`src/hw/rtl/dfgd_pkg.sv`:
```
// shared types, constants and skip table for the group delay correction block
`timescale 1ns / 1ps

package dfgd_pkg;

    localparam int NUM_REGS  = 5;
    localparam int REG_IDX_W = 3;
    localparam int REG_DATA_W = 12;
    localparam int QUEUE_DEPTH = 4;

    typedef enum logic [REG_IDX_W-1:0] {
        REG_DIGITAL_MODE = 3'd0,
        REG_FIRMWARE     = 3'd1,
        REG_DECIMATION   = 3'd2,
        REG_GROUP_DELAY  = 3'd3,
        REG_SWAP_BYTES   = 3'd4
    } reg_idx_t;

    typedef enum logic {
        ACT_SAMPLE = 1'b0,
        ACT_DRAIN  = 1'b1
    } action_t;

    localparam logic        RST_DIGITAL_MODE = 1'b1;
    localparam logic [5:0]  RST_FIRMWARE     = 6'd12;
    localparam logic [11:0] RST_DECIMATION   = 12'd2;
    localparam logic [6:0]  RST_GROUP_DELAY  = 7'd0;
    localparam logic        RST_SWAP_BYTES   = 1'b0;

    localparam logic [5:0] FW_V10     = 6'd10;
    localparam logic [5:0] FW_V11     = 6'd11;
    localparam logic [5:0] FW_V12     = 6'd12;
    localparam logic [5:0] FW_GD_LOW  = 6'd20;
    localparam logic [5:0] FW_GD_HIGH = 6'd23;

    localparam int DECIM_N  = 21;
    localparam int V12_N    = 13;

    localparam logic [11:0] DECIM_KEYS [DECIM_N] = '{
        12'd2, 12'd3, 12'd4, 12'd6, 12'd8, 12'd12, 12'd16, 12'd24, 12'd32, 12'd48,
        12'd64, 12'd96, 12'd128, 12'd192, 12'd256, 12'd384, 12'd512, 12'd768,
        12'd1024, 12'd1536, 12'd2048
    };
    localparam logic [6:0] SKIP_V10 [DECIM_N] = '{
        7'd44, 7'd33, 7'd66, 7'd59, 7'd68, 7'd60, 7'd69, 7'd61, 7'd70, 7'd61, 7'd70,
        7'd61, 7'd70, 7'd61, 7'd70, 7'd61, 7'd70, 7'd61, 7'd70, 7'd61, 7'd70
    };
    localparam logic [6:0] SKIP_V11 [DECIM_N] = '{
        7'd46, 7'd36, 7'd48, 7'd50, 7'd53, 7'd69, 7'd72, 7'd70, 7'd72, 7'd70, 7'd73,
        7'd70, 7'd72, 7'd71, 7'd72, 7'd71, 7'd72, 7'd71, 7'd72, 7'd71, 7'd72
    };
    localparam logic [6:0] SKIP_V12 [V12_N] = '{
        7'd46, 7'd36, 7'd47, 7'd50, 7'd53, 7'd69, 7'd71, 7'd70, 7'd72, 7'd70, 7'd72,
        7'd70, 7'd72
    };

    // work queued for the back end: values to correct, whether a stored pair applies and the last flag
    typedef struct packed {
        logic signed [31:0] re;
        logic signed [31:0] im;
        logic               use_store;
        logic               last;
    } cmd_t;

    function automatic logic [31:0] byte_swap(input logic [31:0] w);
        byte_swap = {w[7:0], w[15:8], w[23:16], w[31:24]};
    endfunction

    // truncated group delay from the decimation table
    function automatic logic [6:0] table_skip(input logic [11:0] dec, input logic [5:0] fw);
        logic [4:0] k;
        logic       hit;
        logic [6:0] r;
        hit = 1'b0;
        k   = '0;
        r   = '0;
        for (int i = 0; i < DECIM_N; i++)
        begin
            if (DECIM_KEYS[i] == dec)
            begin
                hit = 1'b1;
                k   = i[4:0];
            end
        end
        if (hit)
        begin
            case (fw)
                FW_V10:  r = SKIP_V10[k];
                FW_V11:  r = SKIP_V11[k];
                FW_V12:  r = (k < 5'(V12_N)) ? SKIP_V12[k[3:0]] : 7'd0;
                default: r = 7'd0;
            endcase
        end
        table_skip = r;
    endfunction

endpackage

```
`src/hw/rtl/dfgd_ifs.sv`:
```
// valid/ready channel interfaces for input pairs and corrected results
`timescale 1ns / 1ps

interface dfgd_in_if;
    logic        valid;
    logic        ready;
    logic        action;
    logic [31:0] real_word;
    logic [31:0] imag_word;
    logic        final_sample;

    modport source (output valid, output action, output real_word, output imag_word,
                    output final_sample, input ready);
    modport sink (input valid, input action, input real_word, input imag_word,
                  input final_sample, output ready);
endinterface


```
`src/hw/rtl/dfgd_front.sv`:
```
// front end: registers, skip latch, counters, head store writes and command issue
`timescale 1ns / 1ps

module dfgd_front
    import dfgd_pkg::*;
#(
    parameter int SKIP_DEPTH = 128,
    parameter int MAX_POINTS = 16384
) (
    input  logic                 clk,
    input  logic                 rst_n,
    input  logic                 cfg_en,
    input  logic [REG_IDX_W-1:0] cfg_index,
    input  logic [REG_DATA_W-1:0] cfg_data,
    dfgd_in_if.sink              samples,
    input  logic                 q_full,
    output logic                 q_push,
    output cmd_t                 q_cmd,
    output logic [((SKIP_DEPTH > 1) ? $clog2(SKIP_DEPTH) : 1)-1:0] q_addr,
    output logic                 ram_wr_en,
    output logic [((SKIP_DEPTH > 1) ? $clog2(SKIP_DEPTH) : 1)-1:0] ram_wr_addr,
    output logic [63:0]          ram_wr_data,
    output logic                 ended
);

    localparam int ADDR_W  = (SKIP_DEPTH > 1) ? $clog2(SKIP_DEPTH) : 1;
    localparam int SKIP_W  = $clog2(SKIP_DEPTH + 1);
    localparam int TAKEN_W = $clog2(2 * SKIP_DEPTH + 1);
    localparam int CW      = (TAKEN_W + 1 > 8) ? TAKEN_W + 1 : 8;
    localparam int GIVEN_W = $clog2(MAX_POINTS + 1);

    logic        dig_reg;
    logic [5:0]  fw_reg;
    logic [11:0] dec_reg;
    logic [6:0]  gd_reg;
    logic        swap_reg;

    logic [SKIP_W-1:0]  skip_reg, skip_next;
    logic [TAKEN_W-1:0] taken_reg, taken_next;
    logic [SKIP_W-1:0]  drains_reg, drains_next;
    logic [GIVEN_W-1:0] given_reg, given_next;
    logic               ended_reg, ended_next;

    logic               accept;
    logic signed [31:0] re_val;
    logic signed [31:0] im_val;
    logic [6:0]         raw_skip;
    logic [CW-1:0]      skip_calc;
    logic [CW-1:0]      s;
    logic [CW-1:0]      p;
    logic [CW-1:0]      d;
    logic [CW-1:0]      owed;
    logic [CW-1:0]      k;
    logic [CW-1:0]      m;
    logic               emit_req;
    logic               last_req;
    logic               use_store;

    assign samples.ready = !q_full;
    assign accept        = samples.valid && samples.ready;
    assign ended         = ended_reg;

    // configuration register file
    always_ff @(posedge clk or negedge rst_n)
    begin
        if (!rst_n)
        begin
            dig_reg  <= RST_DIGITAL_MODE;
            fw_reg   <= RST_FIRMWARE;
            dec_reg  <= RST_DECIMATION;
            gd_reg   <= RST_GROUP_DELAY;
            swap_reg <= RST_SWAP_BYTES;
        end
        else if (cfg_en)
        begin
            case (reg_idx_t'(cfg_index))
                REG_DIGITAL_MODE: dig_reg  <= cfg_data[0];
                REG_FIRMWARE:     fw_reg   <= cfg_data[5:0];
                REG_DECIMATION:   dec_reg  <= cfg_data[11:0];
                REG_GROUP_DELAY:  gd_reg   <= cfg_data[6:0];
                REG_SWAP_BYTES:   swap_reg <= cfg_data[0];
                default:          ;
            endcase
        end
    end

    always_comb
    begin
        re_val = $signed(swap_reg ? byte_swap(samples.real_word) : samples.real_word);
        im_val = $signed(swap_reg ? byte_swap(samples.imag_word) : samples.imag_word);

        if (!dig_reg)
        begin
            raw_skip = 7'd0;
        end
        else if (fw_reg >= FW_GD_LOW && fw_reg <= FW_GD_HIGH)
        begin
            raw_skip = gd_reg;
        end
        else
        begin
            raw_skip = table_skip(dec_reg, fw_reg);
        end
        skip_calc = (CW'(raw_skip) > CW'(SKIP_DEPTH)) ? CW'(SKIP_DEPTH) : CW'(raw_skip);
    end

    always_comb
    begin
        skip_next   = skip_reg;
        taken_next  = taken_reg;
        drains_next = drains_reg;
        given_next  = given_reg;
        ended_next  = ended_reg;
        ram_wr_en   = 1'b0;
        ram_wr_addr = '0;
        ram_wr_data = {re_val, im_val};
        emit_req    = 1'b0;
        last_req    = 1'b0;
        use_store   = 1'b0;
        k           = '0;
        m           = '0;
        owed        = '0;
        q_push      = 1'b0;
        q_addr      = '0;
        q_cmd       = '0;

        s = (taken_reg == '0) ? skip_calc : CW'(skip_reg);
        p = CW'(taken_reg);
        d = CW'(drains_reg);

        if (accept)
        begin
            if (action_t'(samples.action) == ACT_SAMPLE)
            begin
                if (!ended_reg)
                begin
                    if (taken_reg == '0)
                    begin
                        skip_next = s[SKIP_W-1:0];
                    end
                    // saturating past twice the depth keeps every compare exact
                    if (taken_reg < TAKEN_W'(2 * SKIP_DEPTH))
                    begin
                        taken_next = taken_reg + 1'b1;
                    end
                    if (samples.final_sample)
                    begin
                        ended_next = 1'b1;
                    end
                    if (p < s)
                    begin
                        ram_wr_en   = 1'b1;
                        ram_wr_addr = p[ADDR_W-1:0];
                    end
                    else
                    begin
                        emit_req  = 1'b1;
                        use_store = (p < (s << 1));
                        k         = (s << 1) - 1'b1 - p;
                        last_req  = samples.final_sample && (s == '0);
                        q_cmd.re  = re_val;
                        q_cmd.im  = im_val;
                    end
                end
            end
            else if (ended_reg)
            begin
                owed = (p < s) ? p : s;
                if (d < owed)
                begin
                    emit_req    = 1'b1;
                    drains_next = drains_reg + 1'b1;
                    last_req    = (d + 1'b1 == owed);
                    if (p < s)
                    begin
                        // short acquisition: entries past the last sample read as zero
                        k         = s - 1'b1 - d;
                        use_store = (k < p);
                    end
                    else
                    begin
                        m         = p - s + d;
                        use_store = (m < s);
                        k         = s - 1'b1 - m;
                    end
                end
            end
        end

        if (emit_req)
        begin
            if (given_reg < GIVEN_W'(MAX_POINTS))
            begin
                given_next      = given_reg + 1'b1;
                q_push          = 1'b1;
                q_cmd.use_store = use_store;
                q_cmd.last      = last_req || (given_reg + 1'b1 == GIVEN_W'(MAX_POINTS));
                q_addr          = k[ADDR_W-1:0];
            end
        end
    end

    always_ff @(posedge clk or negedge rst_n)
    begin
        if (!rst_n)
        begin
            skip_reg   <= '0;
            taken_reg  <= '0;
            drains_reg <= '0;
            given_reg  <= '0;
            ended_reg  <= 1'b0;
        end
        else
        begin
            skip_reg   <= skip_next;
            taken_reg  <= taken_next;
            drains_reg <= drains_next;
            given_reg  <= given_next;
            ended_reg  <= ended_next;
        end
    end

endmodule

```
`src/flat_wrapper.sv`:
```
// flat-port wrapper written by rule: the top's interface ports become plain ports
module dfgd_front_flat import dfgd_pkg::*;
#(
    parameter int SKIP_DEPTH = 128,
    parameter int MAX_POINTS = 16384
)
  (clk, rst_n, cfg_en, cfg_index, cfg_data, q_full, q_push, q_cmd, q_addr, ram_wr_en, ram_wr_addr, ram_wr_data, ended, samples_valid, samples_action, samples_real_word, samples_imag_word, samples_final_sample, samples_ready);
  dfgd_in_if samples_i ();
  input  logic clk;
  input  logic rst_n;
  input  logic cfg_en;
  input  logic [REG_IDX_W-1:0] cfg_index;
  input  logic [REG_DATA_W-1:0] cfg_data;
  input  logic q_full;
  output logic q_push;
  output cmd_t q_cmd;
  output logic [((SKIP_DEPTH > 1) ? $clog2(SKIP_DEPTH) : 1)-1:0] q_addr;
  output logic ram_wr_en;
  output logic [((SKIP_DEPTH > 1) ? $clog2(SKIP_DEPTH) : 1)-1:0] ram_wr_addr;
  output logic [63:0] ram_wr_data;
  output logic ended;
  input wire logic [$bits(samples_i.valid)-1:0] samples_valid;
  input wire logic [$bits(samples_i.action)-1:0] samples_action;
  input wire logic [$bits(samples_i.real_word)-1:0] samples_real_word;
  input wire logic [$bits(samples_i.imag_word)-1:0] samples_imag_word;
  input wire logic [$bits(samples_i.final_sample)-1:0] samples_final_sample;
  output wire logic [$bits(samples_i.ready)-1:0] samples_ready;
  assign samples_i.valid = samples_valid;
  assign samples_i.action = samples_action;
  assign samples_i.real_word = samples_real_word;
  assign samples_i.imag_word = samples_imag_word;
  assign samples_i.final_sample = samples_final_sample;
  assign samples_ready = samples_i.ready;
  dfgd_front #(.SKIP_DEPTH(SKIP_DEPTH), .MAX_POINTS(MAX_POINTS)) u_core (.clk(clk), .rst_n(rst_n), .cfg_en(cfg_en), .cfg_index(cfg_index), .cfg_data(cfg_data), .samples(samples_i), .q_full(q_full), .q_push(q_push), .q_cmd(q_cmd), .q_addr(q_addr), .ram_wr_en(ram_wr_en), .ram_wr_addr(ram_wr_addr), .ram_wr_data(ram_wr_data), .ended(ended));
endmodule
```
`config.mk`:
```
export PLATFORM = sky130hd
export DESIGN_NAME = dfgd_front_flat
export DESIGN_NICKNAME = d
export VERILOG_FILES = /design/src/hw/rtl/dfgd_pkg.sv /design/src/hw/rtl/dfgd_ifs.sv /design/src/hw/rtl/dfgd_front.sv /design/src/flat_wrapper.sv
export SDC_FILE = /design/constraint.sdc
export NUM_CORES = 1
export LEC_CHECK = 0
export BUFFER_PORTS_ARGS = -buffer_cell sky130_fd_sc_hd__buf_2
export CAP_MARGIN = 40
export CORE_ASPECT_RATIO = 1.4
export CORE_UTILIZATION = 55
export CTS_CLUSTER_DIAMETER = 30
export DETAILED_ROUTE_END_ITERATION = 7
export HOLD_SLACK_MARGIN = 0.05
export PLACE_DENSITY = 0.86
export SETUP_SLACK_MARGIN = 0.1
export SLEW_MARGIN = 20
export SYNTH_ARGS = -nofsm -noshare
export SYNTH_HDL_FRONTEND = slang
export SYNTH_SLANG_ARGS = --single-unit
```
`constraint.sdc`:
```
create_clock -name clk -period 8.9 [get_ports clk]
set_input_delay 0.89 -clock clk [delete_from_list [all_inputs] [get_ports clk]]
set_output_delay 0.89 -clock clk [all_outputs]
set_load 0.05 [all_outputs]
```
==> impl_metrics.env, run 1 <==
export IMPL_status="finished clean"
export IMPL_grtUsageTotal_pct=35.9
export IMPL_cts_tree="built"
export IMPL_holdPathEnd="u_core.skip_reg[5]"
export IMPL_final_cell_area_um2=10300
export IMPL_finalSetupTns_ns=0
export IMPL_required_ns=8.01
export IMPL_cts_clk_slew_worst_paths_ns=0.06
export IMPL_reg2reg_slack_ns=1.79
export IMPL_cap_violations=0
export IMPL_finalSetupViolations=0
export IMPL_finalMaxSlewViolations=0
export IMPL_pre_cts_ws_ns=0.794
export IMPL_dieArea_um2=16200
export IMPL_r2r_end="u_core.given_reg[3]"
export IMPL_dpl_cell_area_um2=9930
export IMPL_async_reset_ff_share_pct=100
export IMPL_hold_viol_final=0
export IMPL_crit_fanout=16
export IMPL_syn_area_um2=8650
export IMPL_clock_latency_ns=0.34
export IMPL_hold_class="register to register"
export IMPL_cp_slowest_cell="or4_4"
export IMPL_final_util_pct=67.6
export IMPL_synthDistinctLibCells=84
export IMPL_worst_path_most_repeated_cell="a21oi_1"
export IMPL_cts_sinks=68
export IMPL_ant_nets=0
export IMPL_fin_worst_skew_ns=0.0133
export IMPL_dr_pass1_iters=5
export IMPL_gr_total_overflow=0
export IMPL_cp_start_kind="register"
export IMPL_synthMuxAreaShare_pct=11.8
export IMPL_portBuffers=233
export IMPL_ctsRootBufferMaster="clkbuf_16"
export IMPL_syn_to_final_growth_pct=18.7
export IMPL_yosys_warnings=0
export IMPL_synth_edf_count=0
export IMPL_cp_end_kind="output pin"
export IMPL_cts_buffer_depth=2
export IMPL_drt_iter0_markers=750
export IMPL_fin_crit_ns=8.43
export IMPL_grt_start_max_net_pins=69
export IMPL_synth_top_area_share_pct=18.5
export IMPL_dp_hpwl_um=23500
export IMPL_synth_compound_area_share_pct=16.7
export IMPL_powerDensity_nw_per_um2=128
export IMPL_grt_pass1_vias=8729
export IMPL_synthFlopType="dfrtp_1"
export IMPL_cts_max_level=3
export IMPL_chipHeight_um=150
export IMPL_postCtsHoldBufs=0
export IMPL_fill_cells=1307
export IMPL_crit_arrival_ns=7.54
export IMPL_fin_nets=1426
export IMPL_synth_top_cells_by_count="mux2_2 (87), nand2_1 (87), ha_1 (75), and3_1 (74)"
export IMPL_vias=9105
export IMPL_rows=53
export IMPL_syn_nets=1225
export IMPL_grt_pass1_wl_um=44500
export IMPL_avgSynthCellArea_um2=8.22
export IMPL_r2r_start="u_core.dec_reg[8]"
export IMPL_fin_cells=1451
export IMPL_floorplan_initialDensity_pct=57.0
export IMPL_pin_count=234
export IMPL_antenna_found_initial=0
export IMPL_insertedDiodeCount=0
export IMPL_vdd_drop_max_v=0.000153
export IMPL_numCtsBuffers=9
export IMPL_drc=0
export IMPL_min_path_cells=1
export IMPL_synth_seq_area_share_pct=19.7
export IMPL_die_w_um=108
export IMPL_via_per_inst=6.27
export IMPL_r2r_worst_path_cells=30
export IMPL_synth_top_area_cell="dfrtp_1"
export IMPL_core_area_um2=15200
export IMPL_timing_fmax_mhz=119
export IMPL_ys_ff_latch=68
export IMPL_relSlewSlack_pct=43.3
export IMPL_leakage_uw=0.00504
export IMPL_fin_crit_sh_pct=94.7
export IMPL_routed_wl_um=29800
export IMPL_slowest_delay_ns=0.64
export IMPL_finalWeightedCongestion=1.04
export IMPL_yosys_area_share_simple_pct=23.7
export IMPL_synth_top_family_by_area="simple AND/OR/NAND/NOR gates"
export IMPL_synthCells=1053
export IMPL_fin_ws_ns=0.472
export IMPL_synthAdderAreaFrac_pct=13.4
export IMPL_hold_start="u_core.skip_reg[5]"
export IMPL_crit_type="register to output pin"
export IMPL_placedCellCount=1434
export IMPL_synth_area_leaders="dfrtp_1 (19%), mux2_2 (11%), ha_1 (11%), xnor2_1 (6.5%), and3_1 (5.4%)"
export IMPL_post_drt_wl_per_cell_um=20.5
export IMPL_worstMarginPinSlew_ns=0.851
export IMPL_synthXorXnorAreaFrac_pct=8.00
export IMPL_rsz0062_at_grt="false"
export IMPL_largest_reg_flops=15
export IMPL_drive_gt1_share_pct=32.0
==> what timing repair did <==
item	in CTS	in global routing
setup buffers	0	1
gates resized for setup	0	3
endpoints found under the setup margin	0	10
==> worst max-delay path, delay by kind of cell (launching register included) <==
family | cells | cell delay (ns)
AOI/OAI and AO/OA | 16 | 3.06
adders and majority gates | 3 | 0.66
buffers and inverters | 3 | 0.62
DFF | 1 | 0.54
and+or+nand+nor | 9 | 2.32
==> cell type report <==
cell class	instances	area, um^2	share of cell area, %
Multi-Input combinational cell	857	6420	62.5
Tap cell	192	240	2.34
Clock inverter	6	90.1	0.877
Clock buffer	10	229	2.23
Inverter	64	240	2.34
Sequential cell	68	1710	16.6
Timing Repair Buffer	254	1340	13.1
==> layer usage <==
| layer | wire, um | global-route usage [%] |
|---|---|---|
| met5 | 0 | 0 |
| met4 | 2090 | 26.0 |
| met3 | 2120 | 4.29 |
| met2 | 15000 | 63.1 |
| met1 | 10600 | 39.6 |
==> logic make-up after synthesis <==
| family | after synthesis |
|---|---|
| xor gates and xnor gates | 79 |
| muxes | 91 |
| DFF | 68 |
| and+or+nand+nor | 388 |
| buffers and inverters | 128 |
| adders and majority gates | 86 |
| AOI/OAI and AO/OA | 213 |
==> metrics by stage <==
stage	power, uW	hold slack [ns]
2_1_floorplan	789	0.441
5_1_grt	1360	0.504
4_1_cts	1310	0.493
3_5_place_dp	912	0.482
6_report	1310	0.493
3_3_place_gp	900	0.452
==> worst max-delay path by stage <==
stage                                  start        end  slack, ns  cells past startpoint
final                      u_core.dec_reg[8]   q_cmd[1]       0.47                     31
after detailed placement   u_core.dec_reg[8]  q_addr[6]       0.79                     26
after global routing       u_core.dec_reg[8]   q_cmd[1]       0.06                     31
after global placement     u_core.dec_reg[8]  q_addr[6]       0.89                     32
after CTS                  u_core.dec_reg[8]  q_addr[6]       0.36                     32
after floorplan           u_core.dec_reg[10]  q_addr[6]       0.23                     35
==> layout by cell type (no fill, tap or decap), types with 5 or more instances in the layout <==
cell type / n
nor2_1: 64
dfrtp_1: 63
nor3b_1: 6
buf_4: 20
o21bai_1: 9
nor3_1: 34
nand2b_1: 8
o21ai_0: 53
and3_1: 74
nor2b_1: 15
nand3_1: 26
o21a_1: 10
clkbuf_16: 9
xnor2_1: 64
nand4_1: 15
a21o_1: 12
nand2_1: 87
and2_1: 6
ha_1: 75
buf_2: 233
mux2_2: 87
fa_1: 11
nor4_1: 14
xor2_1: 15
inv_1: 62
or2_2: 5
a21oi_1: 55
==> power by group <==
group | internal, uW | switching, uW
combinational | 174 | 349
sequential | 340 | 53.5
clock | 246 | 148
total | 759 | 550
(Power assumes the default switching activity.)
==> run 2, diff against run 1 <==
Settings changed: RECOVER_POWER set to 25.
==> run 2 against run 1 <==
Against the previous run:
- the flow now finishes with violations (max-capacitance violations, max-slew violations)
- combinational power is 1% higher
- die area stayed put
- sequential cell count stayed put
- first-iteration DRC count is 6.5% lower
==> impl_metrics.env, run 2 (synthesized netlist as in run 1, its figures left out) <==
export IMPL_hold_class="register to register"
export IMPL_cts_max_level=3
export IMPL_cts_buffer_depth=2
export IMPL_startpoint="u_core.dec_reg[8]"
export IMPL_r2r_start="u_core.dec_reg[8]"
export IMPL_finalMaxSlewViolations=123
export IMPL_status="finished with violations"
export IMPL_leakage_uw=0.00502
export IMPL_timing_fmax_mhz=119
export IMPL_cts_sinks=68
export IMPL_cp_end_kind="output pin"
export IMPL_grtUsageTotal_pct=35.9
export IMPL_largest_reg_flops=15
export IMPL_finalSetupViolations=0
export IMPL_antenna_found_initial=0
export IMPL_ant_nets=0
export IMPL_final_cell_area_um2=10200
export IMPL_use_met2_pct=63.1
export IMPL_finalWeightedCongestion=1.04
export IMPL_dr_pass1_iters=5
export IMPL_grt_start_max_net_pins=69
export IMPL_hold_viol_final=0
export IMPL_routed_wl_um=29800
export IMPL_violations="max-capacitance violations, max-slew violations"
export IMPL_seq_area_um2=1710
export IMPL_slowest_delay_ns=0.64
export IMPL_post_drt_wl_per_cell_um=20.5
export IMPL_relSlewSlack_pct=-138
export IMPL_worstMarginPinSlew_ns=3.58
export IMPL_dieArea_um2=16200
export IMPL_switching_share_pct=41.8
export IMPL_fin_worst_skew_ns=0.0136
export IMPL_insertedDiodeCount=0
export IMPL_ctsRootBufferMaster="clkbuf_16"
export IMPL_finalSetupTns_ns=0
export IMPL_r2r_end="u_core.given_reg[3]"
export IMPL_grt_pass1_vias=8729
export IMPL_pre_cts_ws_ns=0.794
export IMPL_p_clk_share_pct=30.0
export IMPL_vias=9041
export IMPL_fin_crit_sh_pct=94.5
export IMPL_crit_arrival_ns=7.52
export IMPL_met1_usage_pct=39.6
export IMPL_seqPwrFrac_pct=29.9
export IMPL_drt_iter0_markers=701
export IMPL_cts_tree="built"
export IMPL_drive_gt1_share_pct=31.8
export IMPL_cp_start_kind="register"
export IMPL_final_util_pct=67.4
export IMPL_required_ns=8.01
export IMPL_final_common_cell="buf_2"
export IMPL_core_area_um2=15200
export IMPL_r2r_worst_path_cells=30
export IMPL_dpl_cell_area_um2=9930
export IMPL_powerDensity_nw_per_um2=128
export IMPL_finalPower_uw=1320
export IMPL_final_cell_mix="buf_2 (233), nand2_1 (87), mux2_2 (87), ha_1 (75), and3_1 (74)"
export IMPL_portBuffers=233
export IMPL_floorplan_initialDensity_pct=57.0
export IMPL_grtUsageMet3_pct=4.29
export IMPL_grt_busiest_layer="met2"
export IMPL_die_w_um=108
export IMPL_clock_latency_ns=0.34
export IMPL_gr_total_overflow=0
export IMPL_reg2reg_slack_ns=1.80
export IMPL_syn_to_final_growth_pct=18.4
export IMPL_p_switching_uw=550
export IMPL_numCtsBuffers=9
export IMPL_cp_slowest_cell="or4_4"
export IMPL_chipHeight_um=150
export IMPL_fill_cells=1311
export IMPL_intPower_uw=766
export IMPL_rows=53
export IMPL_pin_count=234
export IMPL_vdd_drop_max_v=0.000151
export IMPL_pwr_share_comb_pct=40.1
export IMPL_grt_pass1_wl_um=44500
export IMPL_fin_nets=1426
export IMPL_cap_violations=2
export IMPL_via_per_inst=6.23
export IMPL_worst_path_most_repeated_cell="a21oi_1"
export IMPL_fin_ws_ns=0.487
export IMPL_cts_clk_slew_worst_paths_ns=0.06
export IMPL_critPathCapture="q_cmd[1]"
export IMPL_crit_type="register to output pin"
export IMPL_drc=0
export IMPL_multi_input_area_um2=6420
export IMPL_fin_crit_ns=8.41
export IMPL_dp_hpwl_um=23500
export IMPL_min_path_cells=1
export IMPL_crit_fanout=16
export IMPL_rsz0062_at_grt="false"
run 2: worst max-delay path, delay by kind of cell (launching register included):
kind                     cells  cell delay (ns)
buffers and inverters        3             0.62
AND/OR/NAND/NOR              9             2.32
AO/OA/AOI/OAI               16             3.03
flip-flops                   1             0.54
adder cells (fa/ha/maj)      3             0.66
run 2: power groups by stage:
stage | clock network, uW | registers (uW) | logic (uW)
after floorplan | 0 | 362 | 428
after global placement | 0 | 393 | 507
after detailed placement | 0 | 397 | 516
after CTS | 400 | 391 | 518
after global routing | 410 | 397 | 555
final | 395 | 393 | 528
run 2: metal layers:
metal  share of wire, %  up-vias
met5                  0        -
met4                6.9        0
met3                6.4      130
met2                 50      469
met1                 36     4269
li1                   -     4173
run 2: cell type report:
| class | count | area share [%] |
|---|---|---|
| clock buffer | 10 | 2.24 |
| clock inverter | 6 | 0.880 |
| inverter | 64 | 2.35 |
| multi-input combinational | 857 | 62.7 |
| sequential | 68 | 16.7 |
| tap | 192 | 2.35 |
| timing repair buffer | 254 | 12.8 |
run 2: worst min path at each step:
stage,start,end,slack [ns]
after global routing,u_core.skip_reg[2],u_core.skip_reg[2],0.51
after detailed placement,u_core.skip_reg[0],u_core.skip_reg[0],0.48
after CTS,rst_n,u_core.drains_reg[0],0.49
after global placement,u_core.skip_reg[5],u_core.skip_reg[5],0.45
final,u_core.skip_reg[5],u_core.skip_reg[5],0.49
after floorplan,u_core.skip_reg[5],u_core.skip_reg[5],0.44
run 2: stage by stage:
| step | cells | hold slack [ns] |
|---|---|---|
| 4_1_cts | 1450 | 0.493 |
| 3_3_place_gp | 1433 | 0.452 |
| 5_1_grt | 1451 | 0.514 |
| 3_5_place_dp | 1434 | 0.482 |
| 2_1_floorplan | 1053 | 0.441 |
| 6_report | 1451 | 0.493 |
run 2: repair_timing:
item | 4_1_cts | 5_1_grt
resized for setup | 0 | 3
buffers inserted | 0 | 1
hold buffers | 0 | 0
setup endpoints to repair | 0 | 10
endpoints found under the hold margin | 0 | 0
==> run 3, diff against run 2 <==
Settings changed: REMOVE_ABC_BUFFERS set to 1.
==> run 3 against run 2 <==
Against the previous run:
- the run still ends with max-capacitance violations, max-slew violations left
- maximum frequency up 0.91%
- final area down 0.23%
- worst setup slack better by 0.076 ns
- die area unchanged
==> impl_metrics.env, run 3 (synthesized netlist as in run 1, its figures left out) <==
export IMPL_status="finished with violations"
export IMPL_violations="max-capacitance violations, max-slew violations"
export IMPL_met2_length_um=15300
export IMPL_dp_hpwl_um=25800
export IMPL_met1_length_um=11100
export IMPL_p_clk_share_pct=29.7
export IMPL_finalSetupViolations=0
export IMPL_grt_pass1_wl_um=48100
export IMPL_insertedDiodeCount=0
export IMPL_antenna_found_initial=1
export IMPL_dieArea_um2=16200
export IMPL_final_cell_mix="buf_2 (232), nand2_1 (87), mux2_2 (87), ha_1 (75), and3_1 (74)"
export IMPL_hold_class="register to register"
export IMPL_vdd_drop_max_v=0.000118
export IMPL_crit_arrival_ns=7.45
export IMPL_final_common_cell="buf_2"
export IMPL_chipHeight_um=150
export IMPL_whs_ns=0.482
export IMPL_cap_violations=2
export IMPL_hold_start="u_core.skip_reg[2]"
export IMPL_cts_sinks=68
export IMPL_required_ns=8.01
export IMPL_final_cell_area_um2=10200
export IMPL_cts_clk_slew_worst_paths_ns=0.06
export IMPL_reg2reg_slack_ns=1.92
export IMPL_die_w_um=108
export IMPL_cts_max_level=3
export IMPL_portBuffers=233
export IMPL_leakage_uw=0.00500
export IMPL_drc=0
export IMPL_intPower_uw=765
export IMPL_routed_wl_um=32200
export IMPL_numCtsBuffers=9
export IMPL_switching_share_pct=43.0
export IMPL_gr_total_overflow=0
export IMPL_r2r_start="u_core.dec_reg[8]"
export IMPL_routed_top_layer="met4"
export IMPL_pin_count=234
export IMPL_dpl_cell_area_um2=9890
export IMPL_ant_nets=0
export IMPL_grtUsageTotal_pct=40.0
export IMPL_wl_met3_um=3160
export IMPL_fin_crit_sh_pct=93.7
export IMPL_relSlewSlack_pct=-129
export IMPL_hold_viol_final=0
export IMPL_grt_pass1_vias=8789
export IMPL_cp_end_kind="output pin"
export IMPL_timing_fmax_mhz=120
export IMPL_fin_worst_skew_ns=0.0106
export IMPL_drt_iter0_markers=862
export IMPL_postCtsSetupRepairBufs=0
export IMPL_final_util_pct=67.3
export IMPL_finalMaxSlewViolations=124
export IMPL_critical_path_buf_inv_count=3
export IMPL_worstMarginPinSlew_ns=3.44
export IMPL_rsz0062_at_grt="true"
export IMPL_largest_reg_flops=15
export IMPL_cp_start_kind="register"
export IMPL_pwr_share_comb_pct=40.8
export IMPL_p_switching_uw=578
export IMPL_crit_type="register to output pin"
export IMPL_cts_tree="built"
export IMPL_slowest_delay_ns=0.61
export IMPL_clock_latency_ns=0.34
export IMPL_finalWeightedCongestion=1.11
export IMPL_post_drt_wl_per_cell_um=22.2
export IMPL_drive_gt1_share_pct=31.9
export IMPL_rows=53
export IMPL_fin_nets=1422
export IMPL_powerDensity_nw_per_um2=132
export IMPL_seqPwrFrac_pct=29.5
export IMPL_dr_pass1_iters=7
export IMPL_vias=9144
export IMPL_cts_buffer_depth=2
export IMPL_via_per_inst=6.32
export IMPL_ctsRootBufferMaster="clkbuf_16"
export IMPL_core_area_um2=15200
export IMPL_path_delay_family="compound AO/OA/AOI/OAI gates"
export IMPL_finalPower_uw=1340
export IMPL_fin_crit_ns=8.34
export IMPL_startpoint="u_core.dec_reg[8]"
export IMPL_syn_to_final_growth_pct=18.1
export IMPL_cp_slowest_cell="or4_4"
export IMPL_crit_fanout=22
export IMPL_grt_start_max_net_pins=69
export IMPL_floorplan_initialDensity_pct=57.0
## run 3: final cells by class
class,count,area (um^2)
fill,1272,4970
timing repair buffer,250,1280
multi-input combinational,857,6420
sequential,68,1710
clock inverter,7,98.8
inverter,64,240
clock buffer,9,225
tap,192,240
## run 3: stage by stage
step                      TNS, ns  setup WS [ns]  instances
after floorplan             -5.09          -1.25        989
after global placement          0          0.944       1430
after detailed placement        0          0.733       1431
after CTS                       0          0.359       1447
after global routing            0         0.0412       1447
final                           0          0.563       1447
## run 3: power by group through the flow
stage	registers (uW)	logic, uW	clock network (uW)
CTS	392	534	405
finish	396	548	400
global placement	396	527	0
detailed placement	398	531	0
global route	400	571	415
floorplan	397	372	0
## run 3: final timing paths
path | end | cells after the start
min reg2reg | u_core.skip_reg[2] | 2
min | u_core.skip_reg[2] | 2
max reg2reg | u_core.given_reg[3] | 30
min in group asynchronous | u_core.swap_reg | 2
max in group asynchronous | u_core.dec_reg[8] | 3
max | q_cmd[0] | 31
## run 3: layer usage
| layer | GRT usage [%] | vias to the layer above |
|---|---|---|
| met3 | 8.66 | 160 |
| met2 | 68.3 | 583 |
| li1 | - | 4155 |
| met1 | 43.5 | 4246 |
| met4 | 28.6 | 0 |
| met5 | 0 | - |
## run 3: worst reg2reg max path, delay by kind of cell, from the launching register on
family	cells	cell delay, ns
AO/OA/AOI/OAI	16	2.88
adder cells (fa/ha/maj)	3	0.81
buffers and inverters	3	0.62
flip-flops	1	0.51
AND/OR/NAND/NOR	8	2.13
## run 3: timing repair
action / in CTS / in global routing
setup endpoints to repair: 0 / 10
hold buffers: 0 / 0
hold endpoints to repair: 0 / 0
gates resized for setup: 0 / 10
